## src/rtl/lps_pkg.sv

```systemverilog
package lps_pkg;

  localparam int MAX_COLUMNS   = 64;
  localparam int MAX_SCAN_ROWS = 32;
  localparam int MAX_PLANES    = 4;

  localparam int COL_W   = $clog2(MAX_COLUMNS);
  localparam int ROW_W   = $clog2(MAX_SCAN_ROWS);
  localparam int PLANE_W = $clog2(MAX_PLANES);
  localparam int ADDR_W  = 1 + ROW_W + COL_W;
  localparam int RAM_DEPTH = 2 * MAX_SCAN_ROWS * MAX_COLUMNS;

  localparam int SEL_POS        = 6;
  localparam int OE_POS         = 11;
  localparam int LAT_POS        = 12;
  localparam int CLK_POS        = 13;
  localparam int UPPER_BLUE_POS = 14;

  localparam logic [1:0] KIND_WRITE   = 2'd0;
  localparam logic [1:0] KIND_ADVANCE = 2'd1;
  localparam logic [1:0] KIND_SWAP    = 2'd2;

  localparam logic [1:0] REG_COLUMNS = 2'd0;
  localparam logic [1:0] REG_ROWS    = 2'd1;
  localparam logic [1:0] REG_PLANES  = 2'd2;

  localparam logic [6:0] COLUMNS_RESET = 7'd64;
  localparam logic [5:0] ROWS_RESET    = 6'd16;
  localparam logic [2:0] PLANES_RESET  = 3'd1;

  localparam logic [7:0] HOLD_TABLE [7] = '{8'd1, 8'd2, 8'd4, 8'd8, 8'd16, 8'd32, 8'd64};

  typedef logic [ADDR_W-1:0] addr_t;
  // bit 0 red, bit 1 green, bit 2 blue
  typedef logic [2:0] rgb_t;

  // clamped register values
  typedef struct packed {
    logic [6:0] cols;
    logic [5:0] rows;
    logic [2:0] planes;
  } cfg_t;

  typedef struct packed {
    logic [MAX_PLANES-1:0]       we_upper;
    logic [MAX_PLANES-1:0]       we_lower;
    addr_t                       waddr;
    rgb_t [MAX_PLANES-1:0]       wdata;
    addr_t                       raddr;
  } mem_cmd_t;

  typedef struct packed {
    logic               colour;
    logic               clk_bit;
    logic               oe;
    logic               lat;
    logic [4:0]         sel;
    logic [PLANE_W-1:0] plane;
    logic [3:0]         hold;
    logic               last;
  } word_info_t;

  function automatic logic [6:0] clamp_cols(input logic [6:0] v);
    if (v == 7'd0) return 7'd1;
    if (v > 7'(MAX_COLUMNS)) return 7'(MAX_COLUMNS);
    return v;
  endfunction

  function automatic logic [5:0] clamp_rows(input logic [5:0] v);
    if (v == 6'd0) return 6'd1;
    if (v > 6'(MAX_SCAN_ROWS)) return 6'(MAX_SCAN_ROWS);
    return v;
  endfunction

  function automatic logic [2:0] clamp_planes(input logic [2:0] v);
    if (v == 3'd0) return 3'd1;
    if (v > 3'(MAX_PLANES)) return 3'(MAX_PLANES);
    return v;
  endfunction

endpackage

```

## src/rtl/lps_word_out.sv

```systemverilog
module lps_word_out (
  input  logic                                   clk,
  input  logic                                   rst,
  input  logic                                   s1_valid,
  input  lps_pkg::word_info_t                    s1_info,
  input  lps_pkg::rgb_t [lps_pkg::MAX_PLANES-1:0] rd_upper,
  input  lps_pkg::rgb_t [lps_pkg::MAX_PLANES-1:0] rd_lower,
  output logic                                   word_strobe,
  output logic [15:0]                            port_word,
  output logic [3:0]                             hold_ticks,
  output logic                                   frame_end
);
  import lps_pkg::*;

  rgb_t        up;
  rgb_t        lo;
  logic [15:0] word;

  always_comb begin
    up   = s1_info.colour ? rd_upper[s1_info.plane] : '0;
    lo   = s1_info.colour ? rd_lower[s1_info.plane] : '0;
    word = '0;
    word[0]              = up[0];
    word[1]              = up[1];
    word[UPPER_BLUE_POS] = up[2];
    word[5:3]            = lo;
    word[SEL_POS+4:SEL_POS] = s1_info.sel;
    word[OE_POS]         = s1_info.oe;
    word[LAT_POS]        = s1_info.lat;
    word[CLK_POS]        = s1_info.clk_bit;
  end

  always_ff @(posedge clk) begin
    if (rst) begin
      word_strobe <= 1'b0;
    end else begin
      word_strobe <= s1_valid;
    end
  end

  always_ff @(posedge clk) begin
    port_word  <= word;
    hold_ticks <= s1_info.hold;
    frame_end  <= s1_info.last;
  end

  a_latch_with_blank: assert property (@(posedge clk) disable iff (rst)
    word_strobe && port_word[LAT_POS] |-> port_word[OE_POS] && !port_word[CLK_POS])
    else $error("latch word without blanking");

endmodule

```

## config.mk

```make
export PLATFORM = sky130hd
export DESIGN_NAME = lps_word_out
export DESIGN_NICKNAME = d
export VERILOG_FILES = /design/src/rtl/lps_pkg.sv /design/src/rtl/lps_word_out.sv
export SDC_FILE = /design/constraint.sdc
export NUM_CORES = 1
export LEC_CHECK = 0
export ABC_CLOCK_PERIOD_IN_PS = 800
export BUFFER_PORTS_ARGS = -buffer_cell sky130_fd_sc_hd__buf_4
export CAP_MARGIN = 15
export CORE_ASPECT_RATIO = 0.7
export CORE_MARGIN = 2
export CORE_UTILIZATION = 32
export CTS_CLUSTER_SIZE = 14
export DETAILED_ROUTE_END_ITERATION = 10
export PLACE_DENSITY = 0.85
export SYNTH_ARGS = -nofsm -noshare
export SYNTH_HDL_FRONTEND = slang
export SYNTH_SLANG_ARGS = --single-unit
export TNS_END_PERCENT = 100
```

## constraint.sdc

```tcl
create_clock -name clk -period 0.8 [get_ports clk]
set_input_delay 0.08 -clock clk [delete_from_list [all_inputs] [get_ports clk]]
set_output_delay 0.08 -clock clk [all_outputs]
set_load 0.01 [all_outputs]
```

Yosys cells after proc, flatten, opt, wreduce, memory -nomap -nowiden
Cells that the tools add are included.
- output and inout port bits: 22
- register bits: 20
- input bits: 43
- magnitude comparators: 1
- multiplexer cells: 4
- operators by type and width (kind ; count):
    $bmux 3 s2 ; 2
    $mux 3 ; 2
    $lt 2x3->1 const B ; 1

Longest topological paths before layout
- word-level depth: 2
- gate-level depth with buffers: 3

Worst setup path before layout
Ideal clock, no wire load.
- path kind: input-to-reg
- start point: in s1_info[5] (netlist bit)
- end point: reg port_word[0]
- buffers on the path: 1
- stages on the path: 3
- slack: 0.205 ns
- arrival: 0.472 ns
- required time: 0.676 ns
- path through: buf_6 > mux2i_1 > o22ai_1
- cells in the longest elaborated chain, start to end: 2
- RTL lines (what ; line ; RTL):
    start, declared ; lps_word_out.sv:5 ; input lps_pkg::word_info_t s1_info,
    $bmux 3 s2 ; lps_word_out.sv:20 ; up = s1_info.colour ? rd_upper[s1_info.plane] : '0;
    $mux 3 (not written as such) ; lps_word_out.sv:20 ;
    end signal, assigned ; lps_word_out.sv:42 ; port_word <= word;
    end, declared ; lps_word_out.sv:9 ; output logic [15:0] port_word,
Every way passes these cells. The select of a mux whose other input is x is not followed.
A chain may end at the register's enable or synchronous reset.

Worst setup path in the final report
- start point: reg port_word[13]
- end point: out port_word[13]
No word-level cell between the ends.

==> flow_summary.json <==
{
  "cell_type_contributing_the_most_total_cell_area_after_synthesis": "dfxtp_1",
  "switch_pwr_mw": 0.479,
  "pwr_density_cell_nw_per_um2": 1730,
  "total_power_mw": 2.38,
  "io_pins": 65,
  "grt_setup_unrepaired": "yes",
  "yosysUniqueCellTypes": 9,
  "final_worst_path_period_share_pct": 105,
  "dr.first_iter.drc_count": 5,
  "clk_path_buf_depth": 2,
  "routed_via_density": 4.38,
  "timing.final.hold_violations": 0,
  "worstPathMaxFanout": 1,
  "critPathRequiredTime_ns": 0.72,
  "place.gp.congestion": 0.730,
  "comb_power_share_pct": 19.8,
  "swShare_pct": 20.1,
  "global_route.usage.total_pct": 17.9,
  "synth-seq-cells": 20,
  "clk_pin_slew_worst_paths_ns": 0.11,
  "cp_slowest_stage_delay_ns": 0.34,
  "numClockSinks": 20,
  "critPathCaptureType": "output pin",
  "seqPwrFrac_pct": 46.2,
  "rows": 13,
  "nets": 168,
  "maxSlewViolCount": 0,
  "crit_chain": "buf_6",
  "totalWireLength_um": 2020,
  "synthesis.yosys.warnings": 0,
  "worstSetupStartpointType": "flip-flop",
  "p_int_mw": 1.90,
  "timing.final.ws_setup_ns": -0.0387,
  "worst-path-buf-inv": 1,
  "fmax_mhz": 1190,
  "clkPwrFrac_pct": 34.0,
  "drt-pass1-iter-count": 2,
  "data_arrival_at_the_endpoint_of_the_critical_path_ns": 0.76,
  "ys_top_cells_by_area": "dfxtp_1 66%, mux2i_1 20%, o22ai_1 6.2%",
  "numPlacedInstances": 127,
  "antenna_cells": 0,
  "wl_per_cell_um": 13.8,
  "max_cap_violations": 0,
  "syn2layout_area_growth_pct": 128,
  "num_vias": 640,
  "route.detailed.drc": 0,
  "place_worst_setup_slack_ns": 0.0186,
  "grt_first_pass_wirelength_um": 2800,
  "port_buffers": 62,
  "violations": "negative setup slack",
  "final_area_um2": 1380,
  "start_util_pct": 33.2,
  "cts_root_buf": "clkbuf_4",
  "worstSetupPathType": "flip-flop to output pin",
  "netlist_instances": 45,
  "power_leakage_nw": 0.676,
  "die_width_um": 55.9,
  "postPlaceCellArea_um2": 1070,
  "core_region_um2": 1820,
  "detail-route-antenna-nets": 0,
  "cts_htree_levels": 1,
  "holdCritPathClass": "primary input to flip-flop",
  "post_route_cells_drive_above_1_share_pct": 68.5,
  "ir_worst_vdd_mv": 1.80,
  "synth-seq-area-share_pct": 66.3,
  "synth_top_area_share_pct": 66.3,
  "setup-violations-final": 20,
  "dieHeight_um": 40.4,
  "globalRouteOverflowTotal": 0,
  "die_area_um2": 2260,
  "grt_antenna_before_repair": 0,
  "tritoncts_clock_tree": "yes",
  "post-route-util_pct": 75.5,
  "worst_path_max_delay_cell": "dfxtp_2",
  "post_synth.cell_area_avg_um2": 13.4,
  "post_layout_nonfiller_instances": 146,
  "cts_made_buffers": 3,
  "critical_path.top_delay_family": "flip-flops",
  "grt_max_degree": 13,
  "outcome": "finished with violations",
  "n_fill_cell": 128,
  "grt_pass1_vias": 621,
  "period_minus_slack_ns": 0.839,
  "syn_area_um2": 604
}
-- per-layer routing --
layer  vias up  part of all wire [%]  routed length, um  global-route usage [%]
li1        313                     -                  -                       -
met1       290                    30                609                    13.6
met2        31                    60               1210                    43.5
met3         6                   6.7                135                    5.48
met4         0                   3.2                 65                    7.14
met5         -                     0                  0                       0
-- cells in the final DEF (no fill, tap or decap) --
cell / netlist / final
bufinv_16: 0 / 1
clkbuf_4: 0 / 3
buf_4: 2 / 42
o22ai_1: 6 / 6
dfxtp_1: 20 / 1
nor2b_1: 1 / 1
dfxtp_2: 0 / 19
nand2b_1: 1 / 1
buf_6: 1 / 20
nand2_1: 1 / 1
conb_1: 1 / 2
dlygate4sd3_1: 0 / 15
mux2i_1: 12 / 12
-- power groups by stage --
| stage | Clock (mW) | Sequential, mW | Combinational, mW |
|---|---|---|---|
| CTS | 0.824 | 1.09 | 0.468 |
| floorplan | 0 | 1.13 | 0.0876 |
| global placement | 0 | 1.10 | 0.360 |
| finish | 0.809 | 1.10 | 0.472 |
| global route | 0.882 | 1.11 | 0.501 |
| detailed placement | 0 | 1.10 | 0.373 |
-- cell families after synthesis --
group                  synth area share (%)
flip-flops                             66.3
multiplexers                           19.9
AO/OA/AOI/OAI                          6.21
AND/OR/NAND/NOR                        2.69
buffers and inverters                  4.35
other                                 0.621
-- area by class of cell --
type / count / area [um^2] / area share, %
clock buffer: 3 / 22.5 / 1.64
multi-input combinational: 23 / 181 / 13.2
timing repair buffer: 77 / 691 / 50.2
clock inverter: 1 / 30.0 / 2.18
sequential: 20 / 424 / 30.8
tap: 22 / 27.5 / 2.00
-- timing repair --
action                                 4_1_cts  5_1_grt
hold buffers                                15        0
resized for setup                           31        8
endpoints found under the hold margin       14        0
setup endpoints to repair                   20       20
setup buffers                                0        0
pin swaps                                    0        0
-- registers in the layout (all words and copies together), names as in the netlist --
register	cells
port_word	14
hold_ticks	4
word_strobe	1
frame_end	1
-- through the flow --
step           TNS [ns]  hold slack, ns
2_1_floorplan         0           0.108
3_3_place_gp          0           0.185
3_5_place_dp          0           0.186
4_1_cts          -0.496          0.0599
5_1_grt           -1.32          0.0425
6_report         -0.518          0.0528
-- cells in the mapped netlist --
| cell | number |
|---|---|
| dfxtp_1 | 20 |
| mux2i_1 | 12 |
| o22ai_1 | 6 |
| buf_4 | 2 |
| buf_6 | 1 |
| conb_1 | 1 |
| nand2_1 | 1 |
| nand2b_1 | 1 |
| nor2b_1 | 1 |
-- final timing paths --
check,from,end,slack [ns],cells after the start
worst max-delay path,port_word[13],port_word[13],-0.04,1
worst min-delay path,rd_upper[6],port_word[0],0.05,3
Note: power is estimated with default switching activity, not from simulation.
