$ cat config.mk
export PLATFORM = sky130hd
export DESIGN_NAME = lps_apb_regs
export DESIGN_NICKNAME = d
export VERILOG_FILES = /design/src/rtl/lps_pkg.sv /design/src/rtl/lps_apb_regs.sv
export SDC_FILE = /design/constraint.sdc
export NUM_CORES = 1
export LEC_CHECK = 0
export BUFFER_PORTS_ARGS = -buffer_cell sky130_fd_sc_hd__clkbuf_2
export CELL_PAD_IN_SITES_DETAIL_PLACEMENT = 0
export CELL_PAD_IN_SITES_GLOBAL_PLACEMENT = 1
export CORE_MARGIN = 8
export CORE_UTILIZATION = 23
export CTS_CLUSTER_DIAMETER = 80
export DETAILED_ROUTE_END_ITERATION = 10
export HOLD_SLACK_MARGIN = 0.05
export PLACE_DENSITY_LB_ADDON = 0.1
export SETUP_SLACK_MARGIN = 0.4
export SKIP_CTS_REPAIR_TIMING = 1
export SLEW_MARGIN = 20
export SYNTH_ARGS = -nofsm -noshare
export SYNTH_HDL_FRONTEND = slang
export SYNTH_SLANG_ARGS = --single-unit
$ cat constraint.sdc
create_clock -name clk -period 1 [get_ports clk]
set_input_delay 0.15 -clock clk [delete_from_list [all_inputs] [get_ports clk]]
set_output_delay 0.15 -clock clk [all_outputs]
set_load 0.01 [all_outputs]
$ cat src/rtl/lps_pkg.sv
package lps_pkg;

  localparam int MAX_COLUMNS   = 64;
  localparam int MAX_SCAN_ROWS = 32;
  localparam int MAX_PLANES    = 4;

  localparam int COL_W   = $clog2(MAX_COLUMNS);
  localparam int ROW_W   = $clog2(MAX_SCAN_ROWS);
  localparam int PLANE_W = $clog2(MAX_PLANES);
  localparam int ADDR_W  = 1 + ROW_W + COL_W;
  localparam int RAM_DEPTH = 2 * MAX_SCAN_ROWS * MAX_COLUMNS;

  localparam int SEL_POS        = 6;
  localparam int OE_POS         = 11;
  localparam int LAT_POS        = 12;
  localparam int CLK_POS        = 13;
  localparam int UPPER_BLUE_POS = 14;

  localparam logic [1:0] KIND_WRITE   = 2'd0;
  localparam logic [1:0] KIND_ADVANCE = 2'd1;
  localparam logic [1:0] KIND_SWAP    = 2'd2;

  localparam logic [1:0] REG_COLUMNS = 2'd0;
  localparam logic [1:0] REG_ROWS    = 2'd1;
  localparam logic [1:0] REG_PLANES  = 2'd2;

  localparam logic [6:0] COLUMNS_RESET = 7'd64;
  localparam logic [5:0] ROWS_RESET    = 6'd16;
  localparam logic [2:0] PLANES_RESET  = 3'd1;

  localparam logic [7:0] HOLD_TABLE [7] = '{8'd1, 8'd2, 8'd4, 8'd8, 8'd16, 8'd32, 8'd64};

  typedef logic [ADDR_W-1:0] addr_t;
  // bit 0 red, bit 1 green, bit 2 blue
  typedef logic [2:0] rgb_t;

  // clamped register values
  typedef struct packed {
    logic [6:0] cols;
    logic [5:0] rows;
    logic [2:0] planes;
  } cfg_t;

  typedef struct packed {
    logic [MAX_PLANES-1:0]       we_upper;
    logic [MAX_PLANES-1:0]       we_lower;
    addr_t                       waddr;
    rgb_t [MAX_PLANES-1:0]       wdata;
    addr_t                       raddr;
  } mem_cmd_t;

  typedef struct packed {
    logic               colour;
    logic               clk_bit;
    logic               oe;
    logic               lat;
    logic [4:0]         sel;
    logic [PLANE_W-1:0] plane;
    logic [3:0]         hold;
    logic               last;
  } word_info_t;

  function automatic logic [6:0] clamp_cols(input logic [6:0] v);
    if (v == 7'd0) return 7'd1;
    if (v > 7'(MAX_COLUMNS)) return 7'(MAX_COLUMNS);
    return v;
  endfunction

  function automatic logic [5:0] clamp_rows(input logic [5:0] v);
    if (v == 6'd0) return 6'd1;
    if (v > 6'(MAX_SCAN_ROWS)) return 6'(MAX_SCAN_ROWS);
    return v;
  endfunction

  function automatic logic [2:0] clamp_planes(input logic [2:0] v);
    if (v == 3'd0) return 3'd1;
    if (v > 3'(MAX_PLANES)) return 3'(MAX_PLANES);
    return v;
  endfunction

endpackage

$ cat src/rtl/lps_apb_regs.sv
module lps_apb_regs (
  input  logic            clk,
  input  logic            rst,
  input  logic            psel,
  input  logic            penable,
  input  logic            pwrite,
  input  logic [3:0]      paddr,
  input  logic [31:0]     pwdata,
  output logic [31:0]     prdata,
  output logic            pready,
  output lps_pkg::cfg_t   cfg
);
  import lps_pkg::*;

  logic [6:0] panel_columns;
  logic [5:0] scan_rows;
  logic [2:0] planes_in_use;
  logic       wr_fire;

  assign pready  = 1'b1;
  assign wr_fire = psel && penable && pwrite;

  always_ff @(posedge clk) begin
    if (rst) begin
      panel_columns <= COLUMNS_RESET;
      scan_rows     <= ROWS_RESET;
      planes_in_use <= PLANES_RESET;
    end else if (wr_fire) begin
      unique case (paddr[3:2])
        REG_COLUMNS: panel_columns <= pwdata[6:0];
        REG_ROWS:    scan_rows     <= pwdata[5:0];
        REG_PLANES:  planes_in_use <= pwdata[2:0];
        default: ;
      endcase
    end
  end

  always_comb begin
    unique case (paddr[3:2])
      REG_COLUMNS: prdata = {25'd0, panel_columns};
      REG_ROWS:    prdata = {26'd0, scan_rows};
      REG_PLANES:  prdata = {29'd0, planes_in_use};
      default:     prdata = 32'd0;
    endcase
  end

  assign cfg.cols   = clamp_cols(panel_columns);
  assign cfg.rows   = clamp_rows(scan_rows);
  assign cfg.planes = clamp_planes(planes_in_use);

endmodule

# Yosys cells after proc, flatten, opt, wreduce, memory -nomap -nowiden
# Cells that the tools add are included.
op_classes:
  magnitude_cmp: 3
  n_mux: 22
  n_eq_ne: 2
  n_reduce_logical: 9
op_table:
  columns: ["cell", "count"]
  rows:
  - ["2-to-1 mux 7 bit", 4]
  - ["2-to-1 mux 6 bit", 4]
  - ["case mux 7 bit (3 select lines)", 1]
  - ["2-to-1 mux 3 bit", 4]
  - ["2-to-1 mux 1 bit", 9]
  - ["> comparator 7 bit, second input constant", 1]
  - ["logical NOT 7 bit", 1]
  - ["> comparator 6 bit, second input constant", 1]
  - ["logical NOT 6 bit", 1]
  - ["AND reduction 2 bit", 3]
  - ["> comparator 3 bit, second input constant", 1]
  - ["logical NOT 3 bit", 1]
  - ["equality test 2 x 1 -> 1 bit, second input constant", 1]
  - ["equality test 2 bit, second input constant", 1]
  - ["logical AND 1 bit", 2]
  - ["logical NOT 2 bit", 1]
totals:
  ff_bits: 16
  output_inout_bits: 49
  input_bits: 41

# Logic depth before layout (Yosys ltp)
depth:
  word_depth: 5
  mapped_depth: 4
  ltp_nobuf: 3

# Worst setup path before layout
# Ideal clock, no wire load.
synth_path:
  path_kind: "input -> register"
  start: "in paddr[2]"
  end: "reg panel_columns[0]"
  slack_ns: 0.006
  arrival_time_ns: 0.923
  stages: 3
  required_ns: 0.928
  cell_sequence: "buf_2 -> nor3_2 -> mux2i_1"
synth_via:
  elab_chain_len: 2
synth_lines:
  columns: ["element", "line_no", "text"]
  rows:
  - ["start: declaration", "lps_apb_regs.sv:7", "input logic [3:0] paddr,"]
  - ["logical NOT 2 bit", "lps_apb_regs.sv:29", "unique case (paddr[3:2])"]
  - ["AND reduction 2 bit (no source line)", null, null]
  - ["end signal: assignment", "lps_apb_regs.sv:30", "REG_COLUMNS: panel_columns <= pwdata[6:0];"]
  - ["end: declaration", "lps_apb_regs.sv:15", "logic [6:0] panel_columns;"]
# Every way passes these cells.
# A chain may end at the register's enable or synchronous reset.

==> out/metrics.csv <==
stage,metric,value,unit
cts,TritonCTS clock tree,built,
global_routing,grt ovf,0,
layout,Inserted Diodes,0,
die,Core ar.,0.00472,mm²
cts,clk slew on worst S/H paths,0.06,ns
die,Initial Utilization,23.8,%
critical_path,critical path type,flip-flop to primary output,
critical_path,worst-path cell chain,nor4_2 > nor2_1 > nor2_2 > buf_2,
cts,CTS root buffer,clkbuf_8,
cts,htree depth,1,
die,Die Height,85.9,µm
die,std cell rows,25,
timing,RSZ-0062 raised after global routing,yes,
layout,Synth-to-Final Area Change,78.5,%
critical_path,Worst path max stage delay,0.32,ns
route,Post-Route WL,3.38,mm
critical_path,"Req. time, crit path",0.85,ns
outcome,status,"finished, violations left",
pwr,Gate power share,21.5,%
placed_design,DPL Wire Length,2.63,mm
timing,Final min period,1.27,ns
timing,"Setup violations, final",21,
route,vias,1014,
pwr,clock share of power,37.2,%
die,Top-Level Pins,90,
layout,final core occ,42.5,%
synth,"FF+latch count, synth",16,
pwr,Pint,0.00116,W
layout,"commonest non-fill, non-tap cell in the layout",buf_6,
critical_path,worst-path maximum fanout,2,
timing,worst clock skew,0,ns
layout,Filler Cells Inserted,502,
route,DRT Pass-1 Iters,4,
global_routing,first-pass GRT wire length,4.99,mm
placed_design,Placer Congestion,0.717,
global_routing,global-route total usage across every layer,8.39,%
synth,Yosys cell types,22,
pwr,PD cells,777,mW/mm²
synth,Syn Area/Cell,8.33,µm²
critical_path,"Max stage delay cell, worst path",dfxtp_2,
pwr,sw frac,25.9,%
layout,Total Nets Final,241,
pwr,switching pwr,0.000405,W
route,drt drc,0,
timing,Worst Slack Setup Final,-0.269,ns
flow_run,maxcap violations,0,
synth,sequential share of the synthesized area,28.5,%
placed_design,pre-CTS setup slack,-0.116,ns
cts,CTS sink cnt,16,
timing,Slew Limit Fails,0,
timing,final hold vios,0,
critical_path,Startpoint Class,flip-flop,
global_routing,vias in the first global route,1009,
critical_path,Bufs and invs on worst path,1,
critical_path,crit path DAT,1.12,ns
global_routing,pin count of the biggest net entering global routing,17,
route,drt wl/cell,12.7,µm
synth,Synth Instances,135,
synth,Yosys Warn Count,0,
cts,"Clk Latency, worst-skew pair",0.25,ns
pwr,static leakage,0.924,nW
outcome,failing checks,setup timing,
timing,Tcrit/Tclk final,127,%
pwr,maximum vdd ir drop,0.000354,V
route,Vias/cell,3.81,
worst_hold_path,path category of the worst min-delay check,input port to flip-flop,
timing,fmax,788,MHz
layout,share of layout cells above drive strength 1,59.3,%
layout,most frequent cells in the layout,"buf_6 (38), conb_1 (26), mux2i_1 (20), nand2b_1 (17)",
critical_path,CP Capture Type,primary output,
cts,clk buf depth,2,
synth,Synth Cell Area,0.00112,mm²
critical_path,top cell family by delay on the critical path,simple AND/OR/NAND/NOR gates,
route,initial DRC count,27,
global_routing,initial antenna violation count,0,
pwr,sequential power share,41.3,%
placed_design,Port-buffer cells,36,
die,die area,0.00738,mm²
route,Routed Antenna Nets,0,
die,Die Wd,85.9,µm
cts,total CTS buffers,3,
[kinds of logic after synthesis]
kind of cell | after synthesis | share of synthesized area [%]
AOI/OAI and AO/OA | 5 | 2.22
buffers and inverters | 35 | 20.6
DFF | 16 | 28.5
muxes | 22 | 19.6
other | 2 | 0.668
and+or+nand+nor | 55 | 28.5
[state kept, by name, indices dropped and copies added (netlist names)]
| signal | cells |
|---|---|
| planes_in_use | 3 |
| scan_rows | 6 |
| panel_columns | 7 |
[through the flow]
| step | total power (W) | setup TNS, ns | std cells | cell area [µm²] | hold slack, ns |
|---|---|---|---|---|---|
| 2_1_floorplan | 0.000908 | 0 | 159 | 1400 | 0.298 |
| 3_3_place_gp | 0.000927 | -0.864 | 247 | 1560 | 0.408 |
| 3_5_place_dp | 0.000927 | -0.875 | 247 | 1560 | 0.427 |
| 4_1_cts | 0.00152 | -3.18 | 251 | 1610 | 0.161 |
| 5_1_grt | 0.00165 | -4.13 | 266 | 2010 | 0.167 |
| 6_report | 0.00156 | -2.90 | 266 | 2010 | 0.161 |
[area by class of cell]
cell class | instances | area, µm² | share of cell area, %
multi-input cells | 108 | 842 | 41.9
repair buffers | 70 | 671 | 33.4
clock buffers | 4 | 55.1 | 2.74
flip-flops and latches | 16 | 353 | 17.6
inverters | 1 | 3.75 | 0.187
well taps | 67 | 83.8 | 4.17
[cells in the mapped netlist]
master,count,area share (%)
a21oi_1,2,0.89
buf_2,2,0.89
buf_4,26,17
clkbuf_1,6,2.0
conb_1,2,0.67
dfxtp_1,16,28
inv_1,1,0.33
mux2i_1,22,20
nand2_1,3,1.0
nand2b_1,19,11
nand3_2,1,0.89
nand4_1,1,0.56
nor2_1,13,4.3
nor2b_1,11,6.1
nor3_1,1,0.44
nor3_2,1,0.89
nor3b_1,1,0.67
nor3b_2,1,1.1
nor4_1,1,0.56
o21ai_0,3,1.3
or3_1,1,0.56
or3b_1,1,0.78
[routing by layer]
layer	vias to the layer above	part of all wire (%)	track usage, %
met1	474	43	9.90
met5	-	0	0
met2	28	52	14.1
met4	0	0.89	3.34
met3	2	4.5	2.10
li1	510	-	-
[worst min-delay path, stage by stage]
cell      delay [ns]
clkbuf_2        0.08
nor2_1          0.03
mux2i_1         0.10
[power groups by stage]
stage	Combinational, W	Clock, W	Sequential (W)
final	0.000335	0.000580	0.000645
after global routing	0.000363	0.000639	0.000646
after CTS	0.000262	0.000605	0.000650
after detailed placement	0.000261	0	0.000665
after global placement	0.000262	0	0.000665
after floorplan	0.000244	0	0.000664
[final timing paths]
| path | slack (ns) | cells after the start | to | startpoint |
|---|---|---|---|---|
| max | -0.27 | 4 | cfg[3] | scan_rows[4] |
| min | 0.16 | 3 | panel_columns[6] | pwdata[6] |
| max reg2reg | 0.08 | 5 | panel_columns[6] | panel_columns[6] |
| min reg2reg | 0.49 | 2 | panel_columns[0] | panel_columns[0] |
Power figures use the tool's default switching activity.
