## src/rtl/lps_pkg.sv

```systemverilog
package lps_pkg;

  localparam int MAX_COLUMNS   = 64;
  localparam int MAX_SCAN_ROWS = 32;
  localparam int MAX_PLANES    = 4;

  localparam int COL_W   = $clog2(MAX_COLUMNS);
  localparam int ROW_W   = $clog2(MAX_SCAN_ROWS);
  localparam int PLANE_W = $clog2(MAX_PLANES);
  localparam int ADDR_W  = 1 + ROW_W + COL_W;
  localparam int RAM_DEPTH = 2 * MAX_SCAN_ROWS * MAX_COLUMNS;

  localparam int SEL_POS        = 6;
  localparam int OE_POS         = 11;
  localparam int LAT_POS        = 12;
  localparam int CLK_POS        = 13;
  localparam int UPPER_BLUE_POS = 14;

  localparam logic [1:0] KIND_WRITE   = 2'd0;
  localparam logic [1:0] KIND_ADVANCE = 2'd1;
  localparam logic [1:0] KIND_SWAP    = 2'd2;

  localparam logic [1:0] REG_COLUMNS = 2'd0;
  localparam logic [1:0] REG_ROWS    = 2'd1;
  localparam logic [1:0] REG_PLANES  = 2'd2;

  localparam logic [6:0] COLUMNS_RESET = 7'd64;
  localparam logic [5:0] ROWS_RESET    = 6'd16;
  localparam logic [2:0] PLANES_RESET  = 3'd1;

  localparam logic [7:0] HOLD_TABLE [7] = '{8'd1, 8'd2, 8'd4, 8'd8, 8'd16, 8'd32, 8'd64};

  typedef logic [ADDR_W-1:0] addr_t;
  // bit 0 red, bit 1 green, bit 2 blue
  typedef logic [2:0] rgb_t;

  // clamped register values
  typedef struct packed {
    logic [6:0] cols;
    logic [5:0] rows;
    logic [2:0] planes;
  } cfg_t;

  typedef struct packed {
    logic [MAX_PLANES-1:0]       we_upper;
    logic [MAX_PLANES-1:0]       we_lower;
    addr_t                       waddr;
    rgb_t [MAX_PLANES-1:0]       wdata;
    addr_t                       raddr;
  } mem_cmd_t;

  typedef struct packed {
    logic               colour;
    logic               clk_bit;
    logic               oe;
    logic               lat;
    logic [4:0]         sel;
    logic [PLANE_W-1:0] plane;
    logic [3:0]         hold;
    logic               last;
  } word_info_t;

  function automatic logic [6:0] clamp_cols(input logic [6:0] v);
    if (v == 7'd0) return 7'd1;
    if (v > 7'(MAX_COLUMNS)) return 7'(MAX_COLUMNS);
    return v;
  endfunction

  function automatic logic [5:0] clamp_rows(input logic [5:0] v);
    if (v == 6'd0) return 6'd1;
    if (v > 6'(MAX_SCAN_ROWS)) return 6'(MAX_SCAN_ROWS);
    return v;
  endfunction

  function automatic logic [2:0] clamp_planes(input logic [2:0] v);
    if (v == 3'd0) return 3'd1;
    if (v > 3'(MAX_PLANES)) return 3'(MAX_PLANES);
    return v;
  endfunction

endpackage

```

## src/rtl/lps_scan_ctrl.sv

```systemverilog
module lps_scan_ctrl (
  input  logic                clk,
  input  logic                rst,
  input  logic                start,
  input  logic [1:0]          kind,
  input  logic [5:0]          col,
  input  logic [5:0]          row,
  input  logic [7:0]          red,
  input  logic [7:0]          green,
  input  logic [7:0]          blue,
  input  lps_pkg::cfg_t       cfg,
  output logic                busy,
  output lps_pkg::mem_cmd_t   mem_cmd,
  output logic                s1_valid,
  output lps_pkg::word_info_t s1_info
);
  import lps_pkg::*;

  logic               show_first;
  logic [PLANE_W-1:0] scan_plane;
  logic [ROW_W-1:0]   scan_row;
  logic [7:0]         scan_slot;
  logic               clearing;
  addr_t              clear_addr;

  logic               show_first_next;
  logic [PLANE_W-1:0] scan_plane_next;
  logic [ROW_W-1:0]   scan_row_next;
  logic [7:0]         scan_slot_next;

  logic               accept;
  logic               do_write;
  logic               do_adv;
  logic [7:0]         cols2;
  logic [7:0]         slots;
  logic [PLANE_W-1:0] ep;
  logic [ROW_W-1:0]   er;
  logic [7:0]         es;
  logic [ROW_W-1:0]   rows_m1;
  logic [ROW_W-1:0]   prev;
  logic [7:0]         slot_inc;
  logic [ROW_W-1:0]   row_inc;
  logic [PLANE_W:0]   plane_inc;
  logic [PLANE_W:0]   swap_inc;
  logic               wr_ok;
  logic               upper;
  logic [ROW_W-1:0]   r_local;
  word_info_t         info;

  assign busy     = clearing;
  assign accept   = start && !busy;
  assign do_write = accept && (kind == KIND_WRITE);
  assign do_adv   = accept && (kind == KIND_ADVANCE);

  assign cols2   = {cfg.cols, 1'b0};
  assign slots   = cols2 + 8'd4;
  assign rows_m1 = ROW_W'(cfg.rows - 6'd1);

  // scan position with shrunk-configuration fixups applied
  always_comb begin
    ep = scan_plane;
    er = scan_row;
    es = scan_slot;
    if ({1'b0, ep} >= cfg.planes) begin
      ep = '0;
      er = '0;
      es = '0;
    end
    if ({1'b0, er} >= cfg.rows) begin
      er = '0;
      es = '0;
    end
    if (es >= slots) begin
      es = '0;
    end
  end

  assign prev = (er == '0) ? rows_m1 : er - ROW_W'(1);

  always_comb begin
    info       = '0;
    info.plane = ep;
    info.hold  = 4'(HOLD_TABLE[{1'b0, ep}]);
    info.last  = ({1'b0, ep} == cfg.planes - 3'd1) && ({1'b0, er} == cfg.rows - 6'd1)
                 && (es == slots - 8'd1);
    if (es < cols2) begin
      info.colour  = 1'b1;
      info.clk_bit = es[0];
      info.sel     = prev;
    end else if (es == cols2) begin
      info.oe  = 1'b1;
      info.sel = prev;
    end else if (es == cols2 + 8'd1) begin
      info.oe  = 1'b1;
      info.lat = 1'b1;
      info.sel = er;
    end else begin
      info.sel = er;
    end
  end

  assign slot_inc  = es + 8'd1;
  assign row_inc   = er + ROW_W'(1);
  assign plane_inc = {1'b0, ep} + 3'd1;
  assign swap_inc  = {1'b0, scan_plane} + 3'd1;

  always_comb begin
    show_first_next = show_first;
    scan_plane_next = scan_plane;
    scan_row_next   = scan_row;
    scan_slot_next  = scan_slot;
    if (accept) begin
      case (kind)
        KIND_ADVANCE: begin
          scan_plane_next = ep;
          scan_row_next   = er;
          scan_slot_next  = slot_inc;
          if (slot_inc >= slots) begin
            scan_slot_next = '0;
            scan_row_next  = row_inc;
            if ({1'b0, er} + 6'd1 >= cfg.rows) begin
              scan_row_next   = '0;
              scan_plane_next = (plane_inc >= cfg.planes) ? '0 : plane_inc[PLANE_W-1:0];
            end
          end
        end
        KIND_SWAP: begin
          show_first_next = !show_first;
          scan_plane_next = (swap_inc >= cfg.planes) ? '0 : swap_inc[PLANE_W-1:0];
          scan_row_next   = '0;
          scan_slot_next  = '0;
        end
        default: ;
      endcase
    end
  end

  // pixel write address and bank enables
  assign wr_ok   = ({1'b0, col} < cfg.cols) && ({1'b0, row} < {cfg.rows, 1'b0});
  assign upper   = row < cfg.rows;
  assign r_local = upper ? row[ROW_W-1:0] : ROW_W'(row - cfg.rows);

  always_comb begin
    mem_cmd.raddr = {!show_first, er, es[COL_W:1]};
    mem_cmd.waddr = clearing ? clear_addr : {show_first, r_local, col};
    for (int p = 0; p < MAX_PLANES; p++) begin
      mem_cmd.we_upper[p] = clearing || (do_write && wr_ok && upper && (3'(p) < cfg.planes));
      mem_cmd.we_lower[p] = clearing || (do_write && wr_ok && !upper && (3'(p) < cfg.planes));
      mem_cmd.wdata[p]    = clearing ? '0 : {blue[4+p], green[4+p], red[4+p]};
    end
  end

  always_ff @(posedge clk) begin
    if (rst) begin
      show_first <= 1'b1;
      scan_plane <= '0;
      scan_row   <= '0;
      scan_slot  <= '0;
      clearing   <= 1'b1;
      clear_addr <= '0;
      s1_valid   <= 1'b0;
    end else begin
      show_first <= show_first_next;
      scan_plane <= scan_plane_next;
      scan_row   <= scan_row_next;
      scan_slot  <= scan_slot_next;
      s1_valid   <= do_adv;
      if (clearing) begin
        clear_addr <= clear_addr + ADDR_W'(1);
        if (clear_addr == '1) begin
          clearing <= 1'b0;
        end
      end
    end
  end

  always_ff @(posedge clk) begin
    s1_info <= info;
  end

  a_clear_full_sweep: assert property (@(posedge clk) disable iff (rst)
    $fell(clearing) |-> $past(clear_addr) == '1)
    else $error("clear pass ended early");

  a_no_beat_while_clearing: assert property (@(posedge clk) disable iff (rst)
    clearing |=> !s1_valid)
    else $error("advance issued during clear pass");

endmodule

```

## config.mk

```make
export PLATFORM = sky130hd
export DESIGN_NAME = lps_scan_ctrl
export DESIGN_NICKNAME = d
export VERILOG_FILES = /design/src/rtl/lps_pkg.sv /design/src/rtl/lps_scan_ctrl.sv
export SDC_FILE = /design/constraint.sdc
export NUM_CORES = 1
export LEC_CHECK = 0
export ABC_AREA = 1
export BUFFER_PORTS_ARGS = -buffer_cell sky130_fd_sc_hd__buf_4
export CORE_ASPECT_RATIO = 1.1
export CORE_MARGIN = 10
export CORE_UTILIZATION = 55
export CTS_CLUSTER_SIZE = 30
export DETAILED_ROUTE_END_ITERATION = 6
export GPL_TIMING_DRIVEN = 0
export PLACE_DENSITY = 0.88
export SYNTH_ARGS = -nofsm -noshare
export SYNTH_HDL_FRONTEND = slang
export SYNTH_SLANG_ARGS = --single-unit
```

## constraint.sdc

```tcl
create_clock -name clk -period 7.7 [get_ports clk]
set_clock_uncertainty 0.2 [all_clocks]
set_input_delay 1.155 -clock clk [delete_from_list [all_inputs] [get_ports clk]]
set_output_delay 1.155 -clock clk [all_outputs]
set_load 0.01 [all_outputs]
```

======== Word-level counts from Yosys, hierarchy flattened ========
Memories as Yosys holds them, arrays and structs flattened. A register that Yosys moved wholly into a read port is not among the register bits.
Cells that the tools add are included.
cells by class
  $add $sub $neg .......................... 13
  magnitude comparators ................... 15
  equal/unequal tests ..................... 8
  multiplexer cells ....................... 30
  bitwise logic cells ..................... 1
  reductions and logical operators ........ 34
operators by type and width
  kind                                                                 number
  5-bit 2-to-1 mux                                                     8
  8-bit 2-to-1 mux                                                     4
  8-bit equality test                                                  3
  1-bit logical AND                                                    17
  8-bit by 1-bit adder with 8-bit output (second input constant)       2
  8-bit greater-or-equal comparator                                    2
  8-bit one-hot mux with 2 select lines                                1
  6-bit by 7-bit < comparator with 1-bit output                        2
  2-bit 2-to-1 mux                                                     7
  12-bit by 1-bit adder with 12-bit output (second input constant)     1
  12-bit equality test (second input constant)                         1
  12-bit 2-to-1 mux                                                    1
  3-bit 2-to-1 mux                                                     4
  5-bit one-hot mux with 2 select lines                                1
  8-bit by 3-bit adder with 8-bit output (second input constant)       1
  1-bit logical OR                                                     8
  8-bit < comparator                                                   1
  8-bit by 1-bit subtractor with 8-bit output (second input constant)  1
  2-bit by 1-bit adder with 3-bit output (second input constant)       2
  5-bit by 1-bit adder with 6-bit output (second input constant)       1
  5-bit by 6-bit equality test with 1-bit output                       1
  3-bit greater-or-equal comparator                                    2
  5-bit by 6-bit greater-or-equal comparator with 1-bit output         1
  6-bit greater-or-equal comparator                                    1
  21 further kinds                                                     28
word-level totals
  register bits ........................... 42
  memory bits (read-only) ................. 64
  bits of input ports ..................... 57
  output and inout bits ................... 62
  logic and storage cells ................. 116
  memories kept ........................... 1
memories
  name              words  width  rd ports  clocked after Yosys merged registers in  wr ports  RTL line             source
  (name not given)  8      8      1         1                                        0         lps_scan_ctrl.sv:83  info.hold = 4'(HOLD_TABLE[{1'b0, ep}]);

======== Depth between registers and ports, before layout ========
  depth in word-level cells ............... 10
  mapped depth ............................ 35
  mapped depth without buffers ............ 35

======== Worst setup path after synthesis ========
Ideal clock, no wire load.
  path type ............................... in2reg
  start ................................... in cfg[1] (netlist bit)
  end ..................................... reg scan_slot[4]
  arrival time ............................ 6009 ps
  data required time ...................... 7430 ps
  setup slack ............................. 1421 ps
  cell stages on the path ................. 28
  buffers on the path ..................... 0
  cell sequence ........................... inv_1 ha_1 nand3_2 nand3_4 nor2_1 ha_1 nand2_1 a21oi_1 nor2_1 nand2_2 nor2_4 ha_1 a21oi_1 o21ai_0 a21oi_2 nand2_4 nor2_1 ha_1 nand3_1 and2_1 ha_1 nand4_1 inv_1 a21oi_1 o21ai_4 nor2_2 nand3_1 a21oi_1
between the ends
  cells in the longest elaborated chain, start to end .. 10
  elaborated cells on any way between the ends .. 11
RTL lines
  item                                                              RTL line              source
  from (decl)                                                       lps_scan_ctrl.sv:11   input lps_pkg::cfg_t cfg,
  2-bit by 3-bit greater-or-equal comparator with 1-bit output (*)  lps_scan_ctrl.sv:64   if ({1'b0, ep} >= cfg.planes) begin
  5-bit 2-to-1 mux                                                  lps_scan_ctrl.sv:64
  5-bit by 6-bit greater-or-equal comparator with 1-bit output      lps_scan_ctrl.sv:69   if ({1'b0, er} >= cfg.rows) begin
  8-bit 2-to-1 mux (*)                                              lps_scan_ctrl.sv:69
  8-bit greater-or-equal comparator                                 lps_scan_ctrl.sv:73   if (es >= slots) begin
  8-bit 2-to-1 mux (*)                                              lps_scan_ctrl.sv:73
  net es[1]                                                         lps_scan_ctrl.sv:38   logic [7:0] es;
  8-bit by 1-bit adder with 8-bit output (*)                        lps_scan_ctrl.sv:102  assign slot_inc = es + 8'd1;
  8-bit greater-or-equal comparator                                 lps_scan_ctrl.sv:118  if (slot_inc >= slots) begin
  8-bit 2-to-1 mux (*)                                              lps_scan_ctrl.sv:118
  8-bit one-hot mux with 2 select lines (*)                         lps_scan_ctrl.sv:113  case (kind)
  to (signal assigned)                                              lps_scan_ctrl.sv:166  scan_slot <= scan_slot_next;
  to (decl)                                                         lps_scan_ctrl.sv:22   logic [7:0] scan_slot;
Mark *: on every way through the listed nets, which the timed path passes. The rest lies on a longest branch.
A chain may end at the register's enable or synchronous reset.

======== Final worst setup path ========
Ends and elaborated chain as after synthesis.

==> reports/qor.csv <==
metric;value;unit
Crit Path Max Fanout;9;
1st-pass router iterations;7;
maximum clock rate;0.140;GHz
Post-synth EDFFs;0;
I/O Buffers;106;
Synthesis Warnings;0;
CTS tree;done;
drt total wl;14700;um
post-synthesis mux area share;0.00216;
critical hold path startpoint;scan_slot[6]$_SDFFE_PP0P_;
slew at the pin with the worst max-slew slack;0.548;ns
XOR/XNOR Fraction of Synth Area;0.0454;
status;complete, but fails checks;
PostCTS Resize Cnt;0;
Initial Util;0.559;
Setup-failing EPs final;0;
Hold-fix buffers, CTS;0;
Mapped Cells;691;
Crit Path Class;in2reg;
Clk pin slew, worst setup/hold paths;0.09;ns
Min-Delay Path Depth;2;
CP Launch Type;input port;
reg2reg path depth;28;
via count;5024;
Vias/cell;5.48;
asr flop ratio synth;0;
area fraction of the dominant cell type after synthesis;0.199;
H-tree level count;2;
Hold Fails Final Rpt;0;
Post-DP HPWL;12100;um
WHS;0.271;ns
fraction of the mapped netlist area in simple logic gates;0.301;
adder-cell share of the synthesized area;0.196;
R2R Path End;scan_slot[4]$_SDFFE_PP0P_;
crit share post-route;0.929;
initial antenna violation count;0;
Area Overhead vs Synth;22.7;%
register area share after synthesis;0.199;
Total Routing Usage GR;0.234;
hold endpoint;scan_slot[6]$_SDFFE_PP0P_;
Num Clock Sinks;46;
Setup Fix Bufs, Post-CTS;0;
Peak VDD IR;0.0000718;V
ANT nets after route;0;
Unique masters post-synth;44;
reg2reg start;scan_plane[0]$_SDFFE_PP0P_;
cell family with most CP delay;simple AND/OR/NAND/NOR gates;
RD Place Congestion;0.975;
Worst slew margin;0.634;
number of global-route vias before repair;5147;
# DRC;1;
worst setup margin;0.544;ns
RSZ-0062 raised after global routing;no;
Seq cells post-synth;46;
Wirelength per Cell;16.0;um
critical path required time;7.74;ns
failing checks;design-rule violations;
CP bufs+invs;2;
die area;0.0125;mm2
Mapped Avg Cell Area;6.70;um2
first-pass GRT wire length;23900;um
top-count cell post-synth;nand2_1;
Pins Over Slew Limit;0;
Setup crit end kind;register;
list of most frequent post-synthesis cells;124 x nand2_1, 101 x inv_1, 71 x ha_1, 71 x nor2_1, 55 x o21ai_0;
slowest cell delay on critical path;0.41;ns
Mapped Nets;820;
Fin Setup TNS;0;ns
Root Driver;clkbuf_8;
Synth area leader;dfxtp_1;
Clock Tree Buf Depth;2;
Chip Width;107;um
Compound-Gate Fraction of Synth Area;0.149;
Worst R2R Setup Slack;1.17;ns
I/O pin count;119;
power per cell area;97.9;mW/mm2
share of cells above drive strength 1;0.195;
Slowest-stage cell, CP;a21oi_2;
LEAKAGE;0.00287;uW
Critical Path Source;cfg[1];
total global routing overflow;0;
Most used DFF post-synth;dfxtp_1;
DP Worst Slack;-0.0355;ns
diode count;0;
clock latency on the worst-skew pair;0.31;ns
largest family of logic cells by synthesized area;simple AND/OR/NAND/NOR gates;
mapped cell area;0.00463;mm2
Core Region;0.00828;mm2
synth top area cells;dfxtp_1 20%, ha_1 19%, nand2_1 10%;
chip height;116;um
drt initial violations;308;
most used cell, CP;ha_1;
CP arrival;7.19;ns
pin count of the biggest net entering global routing;14;
TritonCTS Buffers;5;
Max Cap Viol;0;
Site Rows;35;
fin crit period;7.16;ns
FILL cells;718;
Hold WC Path Type;reg2reg;
fin nets;933;
## how the worst max path moves through the flow
| stage | end | slack [ns] | depth (start not counted) |
|---|---|---|---|
| final | scan_slot[4]$_SDFFE_PP0P_ | 0.54 | 29 |
| after global routing | scan_slot[4]$_SDFFE_PP0P_ | 0.14 | 29 |
| after CTS | scan_slot[4]$_SDFFE_PP0P_ | 0.28 | 29 |
| after detailed placement | scan_slot[4]$_SDFFE_PP0P_ | -0.04 | 29 |
| after global placement | scan_slot[4]$_SDFFE_PP0P_ | 0.11 | 29 |
| after floorplan | scan_slot[4]$_SDFFE_PP0P_ | 1.42 | 28 |
## layer usage
metal,part of all wire,global-route usage,vias up
met5,0,0,-
met4,0.039,0.106,0
met3,0.061,0.0502,39
met2,0.52,0.448,179
met1,0.38,0.236,2310
li1,-,-,2496
## final cells by class
cell class,count,area (um2),area share
flip-flops and latches,46,921,0.162
repair buffers,106,796,0.140
clock buffers,7,76.3,0.0134
well taps,111,139,0.0244
plain buffers,16,82.6,0.0145
multi-input cells,519,3220,0.567
inverters,110,414,0.0729
clock inverters,1,30.0,0.00529
## through the flow
step / utilization / cells / total power (uW) / area, um2
finish: 0.686 / 916 / 556 / 5680
global route: 0.686 / 916 / 582 / 5680
CTS: 0.685 / 916 / 556 / 5670
detailed placement: 0.672 / 908 / 373 / 5570
global placement: 0.672 / 908 / 367 / 5570
floorplan: - / 691 / 322 / 4630
## flip-flops by register name (all words and copies together), names as in the netlist
register / count
busy: 1
clear_addr: 12
s1_info: 16
s1_valid: 1
scan_plane: 2
scan_row: 5
scan_slot: 8
show_first: 1
## kinds of logic after synthesis
family,Yosys count
compound gates,126
xor+xnor,24
fa+ha+maj,72
buf+inv,126
flops,46
mux,1
simple gates,296
## layout by cell type (no fill, tap or decap), types with 3 or more instances in the layout
cell type	instances
nand3_2	3
nor3_1	12
nor2_2	5
dfxtp_1	46
inv_2	8
a21oi_1	47
clkbuf_1	12
o21ai_0	55
a21oi_2	3
and2_1	5
ha_1	71
xor2_1	14
nand2_1	124
nand3_1	37
nor2_1	71
clkbuf_8	5
inv_1	101
nand4_1	16
o211ai_1	5
nand2_2	6
nor2_4	5
o21ai_1	4
xnor2_1	10
buf_4	112
nand3_4	3
## power by group
group          total [uW]  switching [uW]  internal (uW)
Combinational         127            73.8           53.3
Sequential            243            1.69            241
Clock                 186            88.5           97.4
## worst register-to-register path: cells and delay by family, from the launching register on
family | cells | cell delay [ns]
fa+ha+maj | 5 | 1.56
simple gates | 14 | 2.53
compound gates | 8 | 1.62
buf+inv | 1 | 0.09
flops | 1 | 0.44
Power figures use the tool's default switching activity.
